### src/hw/rtl/deq_pkg.sv
// Shared types, sizes and operation codes for the double-ended queue.
`timescale 1ns / 1ps

package deq_pkg;

	// Storage geometry.
	localparam int unsigned DEPTH = 16384;
	localparam int unsigned AW = $clog2(DEPTH);
	localparam int unsigned CW = $clog2(DEPTH + 1);
	localparam int unsigned DW = 32;

	// Port field widths.
	localparam int unsigned KIND_W = 3;
	localparam int unsigned STATUS_W = 2;
	localparam int unsigned COUNT_OUT_W = 15;

	typedef logic [AW-1:0] idx_t;
	typedef logic [CW-1:0] cnt_t;

	typedef enum logic [KIND_W-1:0] {
		KIND_PUSH_FRONT = 3'd0,
		KIND_PUSH_BACK  = 3'd1,
		KIND_POP_FRONT  = 3'd2,
		KIND_POP_BACK   = 3'd3,
		KIND_PEEK_FRONT = 3'd4,
		KIND_PEEK_BACK  = 3'd5
	} kind_t;

	typedef enum logic [STATUS_W-1:0] {
		ST_OK    = 2'd0,
		ST_EMPTY = 2'd1,
		ST_FULL  = 2'd2
	} status_t;

	// Request from the pointer logic to the word store.
	typedef struct packed {
		logic          we;
		logic          re;
		idx_t          addr;
		logic [DW-1:0] wdata;
	} mem_req_t;

	// What the pointer logic knows about a result at accept time.
	typedef struct packed {
		status_t status;
		logic    use_rd;
		cnt_t    count;
	} res_info_t;

endpackage

### src/hw/rtl/deq_ctrl.sv
// Head and tail pointers, word count and per-operation decisions.
`timescale 1ns / 1ps

module deq_ctrl
	import deq_pkg::*;
(
	input  logic                clk,
	input  logic                arst_n,
	input  logic                accept,
	input  logic [KIND_W-1:0]   kind,
	input  logic signed [DW-1:0] push_value,
	output mem_req_t            mem_req,
	output res_info_t           info
);

	idx_t head_q, head_d, tail_q, tail_d;
	cnt_t count_q, count_d;
	idx_t head_prev, head_next, tail_prev, tail_next;
	logic full, empty;
	mem_req_t req_c;

	// Circular neighbors of both pointers.
	always_comb begin
		head_prev = (head_q == '0) ? AW'(DEPTH - 1) : head_q - 1'b1;
		head_next = (head_q == AW'(DEPTH - 1)) ? '0 : head_q + 1'b1;
		tail_prev = (tail_q == '0) ? AW'(DEPTH - 1) : tail_q - 1'b1;
		tail_next = (tail_q == AW'(DEPTH - 1)) ? '0 : tail_q + 1'b1;
		full = (count_q == CW'(DEPTH));
		empty = (count_q == '0);
	end

	// Decide the operation, its memory access and the next pointer state.
	always_comb begin
		head_d = head_q;
		tail_d = tail_q;
		count_d = count_q;
		req_c = '0;
		req_c.wdata = push_value;
		info.status = ST_OK;
		info.use_rd = 1'b0;
		unique case (kind_t'(kind))
			KIND_PUSH_FRONT: begin
				if (full) begin
					info.status = ST_FULL;
				end else begin
					head_d = head_prev;
					req_c.we = 1'b1;
					req_c.addr = head_prev;
					count_d = count_q + 1'b1;
				end
			end
			KIND_PUSH_BACK: begin
				if (full) begin
					info.status = ST_FULL;
				end else begin
					tail_d = tail_next;
					req_c.we = 1'b1;
					req_c.addr = tail_q;
					count_d = count_q + 1'b1;
				end
			end
			KIND_POP_FRONT, KIND_PEEK_FRONT: begin
				if (empty) begin
					info.status = ST_EMPTY;
				end else begin
					req_c.re = 1'b1;
					req_c.addr = head_q;
					info.use_rd = 1'b1;
					if (kind_t'(kind) == KIND_POP_FRONT) begin
						head_d = head_next;
						count_d = count_q - 1'b1;
					end
				end
			end
			KIND_POP_BACK, KIND_PEEK_BACK: begin
				if (empty) begin
					info.status = ST_EMPTY;
				end else begin
					req_c.re = 1'b1;
					req_c.addr = tail_prev;
					info.use_rd = 1'b1;
					if (kind_t'(kind) == KIND_POP_BACK) begin
						tail_d = tail_prev;
						count_d = count_q - 1'b1;
					end
				end
			end
			default: begin
				// Unused codes leave the deque alone and report its state.
			end
		endcase
		info.count = count_d;
	end

	// Only an accepted transaction reaches the store.
	always_comb begin
		mem_req = req_c;
		mem_req.we = accept & req_c.we;
		mem_req.re = accept & req_c.re;
	end

	// Pointer and count registers.
	always_ff @(posedge clk or negedge arst_n) begin
		if (!arst_n) begin
			head_q <= '0;
			tail_q <= '0;
			count_q <= '0;
		end else if (accept) begin
			head_q <= head_d;
			tail_q <= tail_d;
			count_q <= count_d;
		end
	end

`ifndef SYNTH
	a_count_bound: assert property (@(posedge clk) disable iff (!arst_n)
		count_q <= CW'(DEPTH))
		else $error("word count exceeds depth");

	a_empty_ptrs: assert property (@(posedge clk) disable iff (!arst_n)
		(count_q == '0) |-> (head_q == tail_q))
		else $error("empty deque with unequal pointers");

	a_full_ptrs: assert property (@(posedge clk) disable iff (!arst_n)
		(count_q == CW'(DEPTH)) |-> (head_q == tail_q))
		else $error("full deque with unequal pointers");

	a_one_access: assert property (@(posedge clk) disable iff (!arst_n)
		!(mem_req.we && mem_req.re))
		else $error("read and write issued together");
`endif

endmodule

### config.mk
export PLATFORM = sky130hd
export DESIGN_NAME = deq_ctrl
export DESIGN_NICKNAME = d
export VERILOG_FILES = /design/src/hw/rtl/deq_pkg.sv /design/src/hw/rtl/deq_ctrl.sv
export SDC_FILE = /design/constraint.sdc
export NUM_CORES = 1
export LEC_CHECK = 0
export BUFFER_PORTS_ARGS = -buffer_cell sky130_fd_sc_hd__buf_2
export CAP_MARGIN = 5
export CORE_ASPECT_RATIO = 0.9
export CORE_MARGIN = 2
export CORE_UTILIZATION = 60
export CTS_CLUSTER_SIZE = 28
export DETAILED_ROUTE_END_ITERATION = 8
export GPL_TIMING_DRIVEN = 0
export PLACE_DENSITY = 0.87
export SETUP_SLACK_MARGIN = 0.05
export SLEW_MARGIN = 30
export SYNTH_ARGS = -nofsm -noshare
export SYNTH_HDL_FRONTEND = slang
export SYNTH_SLANG_ARGS = --single-unit
### constraint.sdc
create_clock -name clk -period 5.5 [get_ports clk]
set_input_delay 0.55 -clock clk [delete_from_list [all_inputs] [get_ports clk]]
set_output_delay 0.55 -clock clk [all_outputs]
set_load 0.03 [all_outputs]
# [Yosys cells after proc, flatten, opt, wreduce, memory -nomap -nowiden]
# Cells that the tools add are included.
# Widths: inputs -> output; s select.
[op_classes] n_eq_ne=14 reduce_logical=12 mux=31 shift=0 div_mod_pow=0 addsub=6 bitwise=2 multipliers=0 order_cmp=0
[ops] cell="$mux 14" count=12
[ops] cell="$mux 15" count=7
[ops] cell="$pmux 14 s2" count=2
[ops] cell="$pmux 14 s4" count=1
[ops] cell="$pmux 15 s3" count=1
[ops] cell="$add 14x1->14 const B" count=2
[ops] cell="$eq 14x14->1 const B" count=2
[ops] cell="$logic_not 14->1" count=2
[ops] cell="$sub 14x1->14 const B" count=2
[ops] cell="$add 15x1->15 const B" count=1
[ops] cell="$eq 15x15->1 const B" count=1
[ops] cell="$logic_not 15->1" count=1
[ops] cell="$sub 15x1->15 const B" count=1
[ops] cell="$ne 2x2->1 const B" count=6
[ops] cell="$reduce_and 5->1" count=2
[ops] cell="$eq 3x2->1 const B" count=2
[ops] cell="$eq 3x3->1 const B" count=2
[ops] cell="$reduce_or 2->1" count=3
[ops] cell="$mux 1" count=5
[ops] cell="$pmux 2 s2" count=1
[ops] cell="$reduce_bool 2->1" count=2
[ops] cell="$reduce_or 4->1" count=1
[ops] cell="$eq 3x1->1 const B" count=1
[ops] cell="$logic_not 3->1" count=1
[ops] cell="other kinds (3)" count=4
[totals] inputBits=38 output_inout_bits=66 mem_count=0 rom_bits=0 reg_bits=43 latch_bits=0 ram_bits=0

# [Logic depth before layout (Yosys ltp)]
[depth] ltp_word=5 depth_mapped=10

# [Worst setup path after synthesis]
# OpenSTA, ideal clock, no wires.
[synth_path] path_type="flip-flop to output port" from="register head_q[0]" to="output port mem_req[32] (netlist bit)" arrival_ns=2.783 path_stages_with_launch=11 setup_slack_ns=2.167 n_path_buf=2 cell_sequence="dfrtp_1 -> inv_1 -> ha_1 -> or3b_4 -> or3_1 -> buf_2 -> or4_4 -> buf_6 -> a21oi_1 -> a21oi_1 -> o21ai_1"
[synth_rtl] item="start: declaration" line="deq_ctrl.sv:16" source="idx_t head_q, head_d, tail_q, tail_d;"
[synth_rtl] item="start signal: assignment" line="deq_ctrl.sv:105" source="head_q <= '0;"
[synth_rtl] item="start signal: assignment" line="deq_ctrl.sv:109" source="head_q <= head_d;"
[synth_rtl] item="end: declaration" line="deq_ctrl.sv:12" source="output mem_req_t mem_req,"

==> impl_metrics.csv <==
group,metric,value,unit
yosys,netlist_area,4580,um2
route,vias_per_cell,6.54,
sta,finalSetupTns,0,ns
grt,track_usage,0.340,
critical_path,required,4.95,ns
critical_path,r2r_cells,10,
yosys,synth_nets,678,
clock_network,cts-resized-gates,0,
critical_path,worst-path-buf-inv,4,
critical_path,cp_max_fo,10,
sta,whs,0.242,ns
place,dpl_cell_area,5050,um2
floorplanning,io-pin-count,104,
clock_network,tritoncts,"done",
yosys,ys.flop_type,"dfrtp_1",
grt,grt_pass1_vias,4404,
critical_path,rr_endpoint,"tail_q[11]",
critical_path,cp_num_cells,11,
yosys,ys_top_cells_by_area,"dfrtp_1, a21oi_1, buf_4",
clock_network,numCtsBuffers,5,
sta,post-route-worst-setup-slack,1.35,ns
sta,finalCritPeriodShare,0.754,
route,postRouteAntennaNets,0,
run_status,status,"finished, final reports clean",
critical_path,r2r-start,"count_q[1]",
route,met2_length,6.32,mm
critical_path,crit_chain,"clkbuf_1 > inv_1 > ha_1 > nor4b_1 > nand4_1 > clkbuf_1 > nor4b_1 > a31oi_1 > nor2_1 > xor2_1 > buf_2",
critical_path,startpoint_type,"flop",
layout,nets,753,
critical_path,endpoint_kind,"output pin",
critical_path,crit_family,"simple AND/OR/NAND/NOR gates",
sta,setup_viol,0,
sta,hold_viol_final,0,
power,ir_drop,0.267,mV
clock_network,clock_latency,0.30,ns
layout,seq_area,1080,um2
critical_path,slowest_stage,"nor4b_1",
yosys,synth.avg_cell_area,7.23,um2
yosys,ys_warn_count,0,
place,post-place-ws,1.91,ns
sta,grt_setup_unrepaired,"false",
sta,clock_skew,0.00840,ns
grt,grt_max_degree,44,
layout,syn2layout_area_growth,11.9,%
route,dr.max_layer_used,"met4",
floorplanning,fp.coreArea,7470,um2
yosys,syn-instance-count,633,
sta,finalCriticalPeriod,4.15,ns
yosys,synth_top_family_by_area,"simple AND/OR/NAND/NOR gates",
place,dp_hpwl,11.0,mm
clock_network,root_buffer,"clkbuf_8",
layout,finalInstanceArea,5120,um2
critical_path,rrSetupSlack,1.87,ns
critical_path,max_stage_delay,0.79,ns
layout,diodes,0,
layout,multi_input_comb_area,2940,um2
floorplanning,die_h,86.9,um
route,wl,14.6,mm
floorplanning,num_rows,30,
floorplanning,initial_utilization,0.613,
hold_path,hold_path_class,"input port to async pin",
sta,worst_pin_slew,0.948,ns
yosys,synth_fa_ha_area_frac,0.0191,
route,firstDrtPassIters,6,
place,port_buffers,68,
route,drt-initial-drc-count,697,
route,drc,0,
yosys,synth-compound-area-share,0.245,
route,dr_total_vias,5248,
yosys,synthArstFlopShare,1.00,
sta,slew_violations,0,
yosys,synth-xor-area-share,0.0937,
yosys,yosysUniqueCellTypes,67,
layout,fillers,685,
route,wl_met1,6.21,mm
grt,antenna_found_initial,0,
grt,grt_pass1_wl,22.3,mm
yosys,ys_ff_latch,43,
yosys,yosysMostFrequentCell,"nor2_1",
power,pwr_density_cell,463,nW/um2
clock_network,cts-hold-fix-buffers,0,
sta,clock.fmax,0.241,GHz
yosys,synthSimpleGateAreaFrac,0.278,
sta,worst_slew_margin_rel,0.359,
run,drv_cap,0,
critical_path,arrival,3.60,ns
clock_network,cts.clk_slew.worst_paths,0.08,ns
floorplanning,die-area,8350,um2
route,dr_wl_met3,1.73,mm
critical_path,path_class,"flop to output pin",
power,leakagePower,2.11,nW
yosys,synth-seq-area-share,0.235,
clock_network,cts-htree-levels,2,
clock_network,cts.path.max_buffers,2,
yosys,synthTopCellsByCount,"nor2_1, nand2_1, a21oi_1",
clock_network,cts_setup_buffers,0,
clock_network,cts.sinks,43,
route,post_drt_wl_per_cell,18.2,um
yosys,synthMuxAreaShare,0.00437,
yosys,synth_edf_count,0,
yosys,synth_top_area_frac,0.235,
grt,overflow,0,
floorplanning,die_w,96.1,um
layout,drive_above_1_share,0.185,
yosys,yosysTopAreaCell,"dfrtp_1",
place,gp_congestion,0.972,
-- registers in the layout, indices dropped and copies added (netlist names) --
| name | flops |
|---|---|
| count_q | 15 |
| tail_q | 14 |
| head_q | 14 |
-- power by group --
group          switching [mW]  internal, mW  total [mW]
clock                   0.111        0.0850       0.196
combinational            1.10         0.547        1.64
sequential             0.0853         0.447       0.532
total                    1.29          1.08        2.37
-- cells by family (layout without fill, tap and decap cells) --
family / Yosys count / after routing
multiplexers: 2 / 2
flip-flops: 43 / 43
adder cells (fa/ha/maj): 7 / 7
buffers and inverters: 111 / 185
XOR/XNOR: 49 / 49
AND/OR/NAND/NOR: 244 / 244
AO/OA/AOI/OAI: 177 / 177
-- layout make-up --
class / instances / share of cell area
multi-input combinational: 479 / 0.573
sequential: 43 / 0.210
buffer: 96 / 0.101
timing repair buffer: 68 / 0.0669
tap: 96 / 0.0234
clock buffer: 6 / 0.0142
inverter: 15 / 0.0110
-- routing by layer --
metal	GRT usage	up-vias
li1	-	2415
met1	0.507	2409
met2	0.485	380
met3	0.0701	44
met4	0.112	0
met5	0	-
-- placed cells by master (no fill, tap or decap), drive strengths merged, types with 4 or more instances in the layout --
cell type | Yosys | layout
buf | 47 | 115
nor2 | 58 | 58
clkbuf | 49 | 55
o21ai | 53 | 53
nand2 | 52 | 52
a21oi | 51 | 51
dfrtp | 43 | 43
xnor2 | 26 | 26
xor2 | 23 | 23
nand3 | 21 | 21
nor3 | 20 | 20
nor4 | 17 | 17
nand4 | 15 | 15
inv | 15 | 15
or3 | 10 | 10
a31oi | 10 | 10
o31ai | 7 | 7
ha | 7 | 7
or4 | 7 | 7
a221o | 6 | 6
nor2b | 6 | 6
o22ai | 6 | 6
a22oi | 5 | 5
a22o | 5 | 5
and3 | 5 | 5
and2 | 5 | 5
nor3b | 4 | 4
and4 | 4 | 4
o211ai | 4 | 4
a211oi | 4 | 4
or2 | 4 | 4
-- per-stage QoR --
stage / power [mW] / instances / util
after CTS: 2.33 / 803 / 0.686
final: 2.37 / 803 / 0.686
after floorplan: 1.74 / 633 / -
after detailed placement: 2.13 / 797 / 0.676
after global routing: 2.52 / 803 / 0.686
after global placement: 2.09 / 797 / 0.675
-- worst max-delay path by stage --
| stage | start | to |
|---|---|---|
| final | count_q[1] | info[13] |
| after global routing | count_q[1] | info[13] |
| after CTS | count_q[1] | mem_req[34] |
| after detailed placement | count_q[1] | info[13] |
| after global placement | count_q[1] | info[13] |
| after floorplan | head_q[0] | mem_req[32] |
-- worst register-to-register path: cells and delay by family (launching register included) --
family | cells | cell delay [ns]
AOI/OAI and AO/OA | 3 | 0.59
adders and majority gates | 1 | 0.23
buffers and inverters | 3 | 0.71
DFF | 1 | 0.38
and+or+nand+nor | 3 | 1.61
(Power assumes the default switching activity.)
